==> src/rtl/core/urs_pkg.sv <==
// ----------------------------------------------------------------------------
// urs_pkg
// Shared types and constants of the ultrasonic ranging scanner.
// ----------------------------------------------------------------------------
package urs_pkg;

    localparam int SENSORS    = 4;
    localparam int SLOT_W     = 2;
    localparam int ECHO_W     = 16;
    localparam int OFS_W      = 11;
    localparam int DIST_W     = 12;
    localparam int SAFE_W     = 14;
    localparam int CFG_IDX_W  = 3;
    localparam int CFG_DATA_W = 14;
    localparam int OUTL_W     = 2;

    localparam logic [ECHO_W-1:0] MAX_TIME     = 16'd40600;
    localparam logic [ECHO_W-1:0] MIN_TIME     = 16'd250;
    localparam logic [OUTL_W-1:0] MAX_OUTLIERS = 2'd2;

    // time/58 = (time/2)/29, reciprocal of 29 scaled by 2^20
    localparam logic [15:0] DIV29_MUL = 16'd36158;
    localparam int          DIV_SHIFT = 20;

    typedef enum logic [1:0] {
        FUNC_TIMER = 2'd0,
        FUNC_ECHO  = 2'd1,
        FUNC_READ  = 2'd2,
        FUNC_RUN   = 2'd3
    } t_func;

    typedef enum logic [1:0] {
        CMD_NONE  = 2'd0,
        CMD_GAP   = 2'd1,
        CMD_PULSE = 2'd2,
        CMD_STOP  = 2'd3
    } t_timer_cmd;

    typedef enum logic [CFG_IDX_W-1:0] {
        REG_ENABLE   = 3'd0,
        REG_OFFSET_0 = 3'd1,
        REG_OFFSET_1 = 3'd2,
        REG_OFFSET_2 = 3'd3,
        REG_OFFSET_3 = 3'd4,
        REG_SAFETY   = 3'd5
    } t_cfg_reg;

    typedef struct packed {
        logic [1:0]        func;
        logic [ECHO_W-1:0] echo_time;
        logic [SLOT_W-1:0] sensor;
        logic              run_on;
    } t_in_item;

    typedef struct packed {
        logic [SENSORS-1:0]       trigger_pins;
        logic [1:0]               timer_cmd;
        logic                     capture_on;
        logic signed [DIST_W-1:0] distance;
        logic                     was_ready;
        logic                     too_close;
        logic [SLOT_W-1:0]        active_sensor;
    } t_out_item;

    typedef struct packed {
        logic signed [DIST_W-1:0] distance;
        logic                     too_close;
    } t_range_res;

endpackage

==> src/rtl/core/urs_range_calc.sv <==
// ----------------------------------------------------------------------------
// urs_range_calc
// Converts a stored echo time to a saturated centimetre distance and
// compares it against the safety distance.
// ----------------------------------------------------------------------------
module urs_range_calc
    import urs_pkg::*;
(
    input  logic [ECHO_W-1:0]       i_echo,
    input  logic signed [OFS_W-1:0] i_offset,
    input  logic [SAFE_W-1:0]       i_safety,
    output t_range_res              o_res
);

    logic [ECHO_W-2:0]        w_half;
    logic [30:0]              w_prod;
    logic [10:0]              w_quot;
    logic signed [12:0]       w_sum;
    logic signed [DIST_W-1:0] w_dist;

    assign w_half = i_echo[ECHO_W-1:1];
    assign w_prod = 31'(w_half) * 31'(DIV29_MUL);
    assign w_quot = w_prod[DIV_SHIFT+10:DIV_SHIFT];
    assign w_sum  = $signed({2'b00, w_quot}) + $signed({{2{i_offset[OFS_W-1]}}, i_offset});

    always_comb begin
        priority if (w_sum > 13'sd2047) begin
            w_dist = 12'sd2047;
        end else if (w_sum < -13'sd2048) begin
            w_dist = -12'sd2048;
        end else begin
            w_dist = w_sum[DIST_W-1:0];
        end
    end

    assign o_res.distance  = w_dist;
    assign o_res.too_close = $signed({{3{w_dist[DIST_W-1]}}, w_dist})
                             < $signed({1'b0, i_safety});

endmodule

==> src/rtl/core/ultrasonic_ranging_scanner_top.sv <==
// ----------------------------------------------------------------------------
// ultrasonic_ranging_scanner_top
// Round-robin trigger sequencing, echo filtering and distance reads for
// four ultrasonic sensors.
// ----------------------------------------------------------------------------
// an accepted transaction is held in the input register, then its result in the result register
// throughput: one transaction per cycle while results are taken, set by the input and result registers
// each event is decided in one pass between them and updates state at once
// reset clears all state and configuration; the scan slot starts at sensor 3
module ultrasonic_ranging_scanner_top
    import urs_pkg::*;
(
    input  logic                  i_clk,
    input  logic                  i_rst_n,
    input  logic                  i_cfg_we,
    input  logic [CFG_IDX_W-1:0]  i_cfg_idx,
    input  logic [CFG_DATA_W-1:0] i_cfg_data,
    input  logic                  i_in_valid,
    output logic                  o_in_ready,
    input  t_in_item              i_in,
    output logic                  o_out_valid,
    input  logic                  i_out_ready,
    output t_out_item             o_out
);

    // configuration
    logic [SENSORS-1:0]       r_enable;
    logic signed [OFS_W-1:0]  r_offset [SENSORS];
    logic [SAFE_W-1:0]        r_safety;

    // scan state
    logic [SLOT_W-1:0]        r_slot, n_slot;
    logic                     r_pulse, n_pulse;
    logic                     r_running, n_running;
    logic                     r_capture, n_capture;
    logic [ECHO_W-1:0]        r_echo [SENSORS];
    logic [ECHO_W-1:0]        n_echo [SENSORS];
    logic [OUTL_W-1:0]        r_outl [SENSORS];
    logic [OUTL_W-1:0]        n_outl [SENSORS];
    logic [SENSORS-1:0]       r_ready, n_ready;

    // pipeline
    logic                     r_in_valid;
    t_in_item                 r_in;
    logic                     r_out_valid;
    t_out_item                r_out, n_out;

    logic                     w_adv;
    logic                     w_proc;
    logic [SLOT_W-1:0]        w_next_slot;
    logic [OUTL_W-1:0]        w_outl_inc;
    logic                     w_outlier;
    t_timer_cmd               w_cmd;
    logic                     w_was;
    t_range_res               w_range;

    assign w_adv      = !r_out_valid || i_out_ready;
    assign w_proc     = r_in_valid && w_adv;
    assign o_in_ready = !r_in_valid || w_adv;

    assign w_next_slot = (r_slot == SLOT_W'(SENSORS-1)) ? '0 : r_slot + 1'b1;
    assign w_outl_inc  = r_outl[r_slot] + 1'b1;
    assign w_outlier   = (r_in.echo_time > MAX_TIME) || (r_in.echo_time < MIN_TIME);

    urs_range_calc u_range_calc (
        .i_echo   (r_echo[r_in.sensor]),
        .i_offset (r_offset[r_in.sensor]),
        .i_safety (r_safety),
        .o_res    (w_range)
    );

    always_comb begin
        n_slot    = r_slot;
        n_pulse   = r_pulse;
        n_running = r_running;
        n_capture = r_capture;
        n_echo    = r_echo;
        n_outl    = r_outl;
        n_ready   = r_ready;
        w_cmd     = CMD_NONE;
        w_was     = 1'b0;
        unique case (t_func'(r_in.func))
            FUNC_TIMER: begin
                if (r_pulse) begin
                    n_pulse = 1'b0;
                    w_cmd   = CMD_STOP;
                end else begin
                    n_slot = w_next_slot;
                    if (r_running) begin
                        n_pulse = r_enable[w_next_slot];
                        w_cmd   = CMD_PULSE;
                    end else begin
                        w_cmd     = CMD_STOP;
                        n_capture = 1'b0;
                    end
                end
            end
            FUNC_ECHO: begin
                if (r_capture) begin
                    if (w_outlier) begin
                        n_outl[r_slot] = w_outl_inc;
                        // too many outliers in a row: take the maximum time
                        if (w_outl_inc > MAX_OUTLIERS) begin
                            n_echo[r_slot]  = MAX_TIME;
                            n_outl[r_slot]  = '0;
                            n_ready[r_slot] = 1'b1;
                        end
                    end else begin
                        n_echo[r_slot]  = r_in.echo_time;
                        n_outl[r_slot]  = '0;
                        n_ready[r_slot] = 1'b1;
                    end
                    w_cmd = CMD_GAP;
                end
            end
            FUNC_READ: begin
                w_was               = r_ready[r_in.sensor];
                n_ready[r_in.sensor] = 1'b0;
            end
            FUNC_RUN: begin
                if (r_in.run_on && !r_running) begin
                    w_cmd     = CMD_GAP;
                    n_capture = 1'b1;
                end
                n_running = r_in.run_on;
            end
        endcase
    end

    always_comb begin
        n_out               = '0;
        n_out.trigger_pins  = n_pulse ? (SENSORS'(1) << n_slot) : '0;
        n_out.timer_cmd     = w_cmd;
        n_out.capture_on    = n_capture;
        n_out.was_ready     = w_was;
        n_out.active_sensor = n_slot;
        if (t_func'(r_in.func) == FUNC_READ) begin
            n_out.distance  = w_range.distance;
            n_out.too_close = w_range.too_close;
        end
    end

    always_ff @(posedge i_clk) begin
        if (!i_rst_n) begin
            r_enable <= '0;
            r_safety <= '0;
            for (int i = 0; i < SENSORS; i++) begin
                r_offset[i] <= '0;
            end
        end else if (i_cfg_we) begin
            case (i_cfg_idx)
                REG_ENABLE:   r_enable    <= i_cfg_data[SENSORS-1:0];
                REG_OFFSET_0: r_offset[0] <= i_cfg_data[OFS_W-1:0];
                REG_OFFSET_1: r_offset[1] <= i_cfg_data[OFS_W-1:0];
                REG_OFFSET_2: r_offset[2] <= i_cfg_data[OFS_W-1:0];
                REG_OFFSET_3: r_offset[3] <= i_cfg_data[OFS_W-1:0];
                REG_SAFETY:   r_safety    <= i_cfg_data[SAFE_W-1:0];
                default: begin
                    // unused register index, write dropped
                end
            endcase
        end
    end

    always_ff @(posedge i_clk) begin
        if (!i_rst_n) begin
            r_slot    <= SLOT_W'(SENSORS-1);
            r_pulse   <= 1'b0;
            r_running <= 1'b0;
            r_capture <= 1'b0;
            r_ready   <= '0;
            for (int i = 0; i < SENSORS; i++) begin
                r_echo[i] <= '0;
                r_outl[i] <= '0;
            end
        end else if (w_proc) begin
            r_slot    <= n_slot;
            r_pulse   <= n_pulse;
            r_running <= n_running;
            r_capture <= n_capture;
            r_ready   <= n_ready;
            r_echo    <= n_echo;
            r_outl    <= n_outl;
        end
    end

    always_ff @(posedge i_clk) begin
        if (!i_rst_n) begin
            r_in_valid  <= 1'b0;
            r_out_valid <= 1'b0;
        end else begin
            if (o_in_ready) begin
                r_in_valid <= i_in_valid;
            end
            if (w_adv) begin
                r_out_valid <= r_in_valid;
            end
        end
    end

    always_ff @(posedge i_clk) begin
        if (i_in_valid && o_in_ready) begin
            r_in <= i_in;
        end
        if (w_proc) begin
            r_out <= n_out;
        end
    end

    assign o_out_valid = r_out_valid;
    assign o_out       = r_out;

    // a trigger pulse only runs while the capture unit is enabled
    a_pulse_needs_capture: assert property (@(posedge i_clk) disable iff (!i_rst_n)
        r_pulse |-> r_capture)
        else $error("trigger pulse active with capture disabled");

    // at most one trigger line, and it belongs to the reported slot
    a_trigger_matches_slot: assert property (@(posedge i_clk) disable iff (!i_rst_n)
        (r_out_valid && (r_out.trigger_pins != '0)) |->
        ($onehot(r_out.trigger_pins)
         && (r_out.trigger_pins == (SENSORS'(1) << r_out.active_sensor))))
        else $error("trigger lines disagree with active sensor");

    // a stalled result keeps its transaction
    a_out_held: assert property (@(posedge i_clk) disable iff (!i_rst_n)
        (r_out_valid && !i_out_ready) |=> (r_out_valid && $stable(r_out)))
        else $error("result changed while stalled");

    // state only moves when a transaction is processed
    a_state_quiet: assert property (@(posedge i_clk) disable iff (!i_rst_n)
        !w_proc |=> ($stable(r_slot) && $stable(r_pulse) && $stable(r_ready)))
        else $error("scan state changed without a transaction");

    // distance is only reported for a read
    a_distance_read_only: assert property (@(posedge i_clk) disable iff (!i_rst_n)
        (w_proc && (t_func'(r_in.func) != FUNC_READ)) |=>
        ((r_out.distance == '0) && !r_out.was_ready && !r_out.too_close))
        else $error("read fields set on a non-read transaction");

endmodule

==> config.mk <==
export PLATFORM = sky130hd
export DESIGN_NAME = ultrasonic_ranging_scanner_top
export DESIGN_NICKNAME = d
export VERILOG_FILES = /design/src/rtl/core/urs_pkg.sv /design/src/rtl/core/urs_range_calc.sv /design/src/rtl/core/ultrasonic_ranging_scanner_top.sv
export SDC_FILE = /design/constraint.sdc
export NUM_CORES = 1
export LEC_CHECK = 0
export BUFFER_PORTS_ARGS = -buffer_cell sky130_fd_sc_hd__buf_2
export CORE_MARGIN = 5
export CORE_UTILIZATION = 57
export CTS_CLUSTER_DIAMETER = 30
export DETAILED_ROUTE_END_ITERATION = 12
export GPL_TIMING_DRIVEN = 0
export PLACE_DENSITY = 0.78
export SYNTH_ARGS = -nofsm -noshare
export SYNTH_HDL_FRONTEND = slang
export SYNTH_SLANG_ARGS = --single-unit
==> constraint.sdc <==
create_clock -name i_clk -period 10 [get_ports i_clk]
set_input_delay 1 -clock i_clk [delete_from_list [all_inputs] [get_ports i_clk]]
set_output_delay 1 -clock i_clk [all_outputs]
set_load 0.01 [all_outputs]
==> impl_results.md <==
* CTS Buf Count at 17
* Synth Register Bits at 187
* Syn-to-layout area delta at 13.5%
* Leakage at 0.00676 uW
* Hold depth at 2
* Synth Instances at 1167
* DR vias at 9347
* Synth Net Count at 1433
* EDFF count, synth at around 90
* Sum of buffers and inverters on the critical path at 7
* Die W at 161 um
* Cts hold-fix bufs at 0
* Reg clk slew, reported paths at around 0.07 ns
* Seq/Total Area, Yosys at a little over a third
* Site Rows at 55
* Status: completed
* Crit path required time at 10.30 ns
* Clock root buffer: clkbuf_16
* Slew @ Worst Pin at 1.19 ns
* HP Class: flop to flop
* Antenna violations before repair at 1
* Switch share at a little over a quarter
* Clock network power share at 38.2%
* IO Port Bufs at 67
* First-pass GRT wire length at between 40000 and 50000 um
* Fin util at between 60% and 70%
* Fill count at ~1600
* Post-route clock skew at about 0.013 ns
* Final Hold Fails at 0
* Main area contributors after synthesis: edfxtp_1 20%, dfxtp_1 15%, ha_1 15%
* Synth top area share at 20.4%
* Final WS setup at 0.279 ns
* Internal Pwr Total at 1260 uW
* Worst setup EP type: flop
* Slew Limit Fails at 0
* Drt drc at 0
* Vias per Instance at 5.89
* Crit Path Max Fanout at 6
* Post-DP HPWL at 22600 um
* Die Height at 161 um
* Gr ovfl total at 0
* TritonRoute pass-1 iters at 5
* Tmin final at 9.72 ns
* Max-cap violation count at 0
* Pre-CTS setup slack at -2.31 ns
* IO Count at 68
* WL/cell at slightly below 20 um
* Gate power share at 12.7%
* CTS max path bufs at 2
* Core area at 22500 sq um
* Iteration-0 DRC Markers at about 850
* Final cell count without fillers at approximately 1600
* Worst setup SP type: flop
* Sequential share of power at 49.1%
* Cell taking the most area after synthesis: edfxtp_1
* Num Clock Sinks at 187
* Finish-stage setup viols at 0
* Drt total wl at 30700 um
* Final Wtd Congestion at 0.939
* Worst path depth at 35
* Cells after DPL at 1521
* H-tree depth at 4
* Pin count of the biggest net entering global routing at 33
* Peak VDD IR at around 0.11 mV
* Ys async rst share at 0%
* Starting Density at 57.5%
* Crit path max-delay cell type: mux4_2
* Yosys warns at 0
* Main synth FF type: dfxtp_1
* Switching power at ~460 uW
* Slew HR at roughly 20%
* Arr. time, crit path at around 10 ns
* Nets at 1554
* Worst path top cell family by delay: adder cells
* Synth unique cells at 63
* Pwr dens at 117 nW/um^2
* Post-synth design cell area at 12900 sq um
* Crit Path Class: flop to flop
* Power, Total at between 1500 and 2000 uW
* Number of global-route vias before repair at just under 10000
* Layout cells sized above 1 at 19.8%
* CTS tree: built
* Number of diodes at 0
* Final Cycle Share at between 90% and 100%
* Overall routing resource usage at 23.9%
* Syn avg cell area at about 11 sq um
* Hold slack at 0.467 ns
* R2R depth at 35
* Max incr delay on CP at roughly 0.64 ns
* Die footprint at 25800 sq um
* Worst-Skew Late Latency at 0.43 ns
* Max frequency at 103 MHz
* Routed Antenna Nets at 0
## power groups by stage
stage | logic [uW] | clock network, uW | registers (uW)
after floorplan | 124 | 0 | 858
after global placement | 185 | 0 | 859
after detailed placement | 191 | 0 | 860
after CTS | 199 | 659 | 843
after global routing | 237 | 698 | 846
final | 219 | 656 | 844
## routing by layer
metal / up-vias / part of all wire [%] / track usage [%]
li1: 4369 / - / -
met1: 4577 / 43 / 32.1
met2: 334 / 48 / 39.4
met3: 65 / 6.2 / 4.54
met4: 2 / 2.5 / 7.55
met5: - / 0.023 / 0
## layout by cell type (no fill, tap or decap), drive strengths merged, types with 7 or more instances in the layout
master,n
and2,61
buf,110
o21ai,18
nor3,10
xnor2,16
inv,138
a21oi,36
ha,156
a22oi,21
o221a,32
xor2,26
mux4,34
nand2b,7
a21boi,29
a21o,20
or2,7
nor2,42
fa,67
nand2,77
nor2b,43
clkbuf,50
dfxtp,99
edfxtp,88
clkinv,8
nand3,27
## Yosys cell counts (all sizes together) (4+ instances only)
library cell	n
or2	7
o21a	6
and2	61
inv	132
mux4	34
nor3	10
a31oi	4
nor2	42
o21ai	18
a21o	20
buf	6
a21oi	36
dfxtp	99
o21bai	5
nand2	77
maj3	6
a211o	4
nand4	4
a211oi	6
xor2	26
edfxtp	88
fa	67
ha	156
xnor2	16
nand3	27
mux2i	6
clkbuf	34
a22oi	21
nand4b	4
nand2b	7
nor2b	43
o221a	32
a21boi	29
## cell families (layout without fill, tap and decap cells)
family	count (synthesis)	count (layout)	share of synthesized area [%]
and+or+nand+nor	293	293	11.8
adders and majority gates	229	229	26.0
AOI/OAI and AO/OA	202	202	12.1
DFF	187	187	35.8
buffers and inverters	172	306	5.07
xor gates and xnor gates	42	42	2.84
muxes	42	42	6.56
## worst min-delay path, stage by stage (launching register included)
cell and delay, ns:
dfxtp_1 0.31, nand2_1 0.05, a21boi_0 0.06
## final cells by class
cell class | count | area (sq um) | area share [%]
Buffer | 38 | 171 | 1.17
Clock inverter | 14 | 130 | 0.886
Sequential cell | 187 | 4620 | 31.5
Inverter | 132 | 495 | 3.37
Multi-Input combinational cell | 808 | 7850 | 53.4
Clock buffer | 18 | 439 | 2.99
Timing Repair Buffer | 104 | 621 | 4.23
Tap cell | 285 | 357 | 2.43
## through the flow
stage                     area [sq um]  setup TNS, ns
after floorplan                  12900              0
after global placement           13600          -5.80
after detailed placement         13700          -8.18
after CTS                        14400              0
after global routing             14700        -0.0616
final                            14700              0
## sequential cells by signal (all words and copies together) (netlist names), 4 cells and up, named ones only
register  flops
r_safety     14
r_in         21
r_enable      4
o_out        23
r_outl        6
r_ready       4
r_offset     44
r_echo       60
## worst paths after layout
kind	start	end	slack, ns
max	r_in[2]	o_out[2]	0.28
min	r_safety[11]	r_safety[11]	0.47
max reg2reg	r_in[2]	o_out[2]	0.28
min reg2reg	r_safety[11]	r_safety[11]	0.47
## timing repair
action	in CTS	in global routing
buffers inserted	15	20
setup endpoints to repair	12	1
pin swaps	1	17
gates resized for setup	22	33
Power figures use the tool's default switching activity.
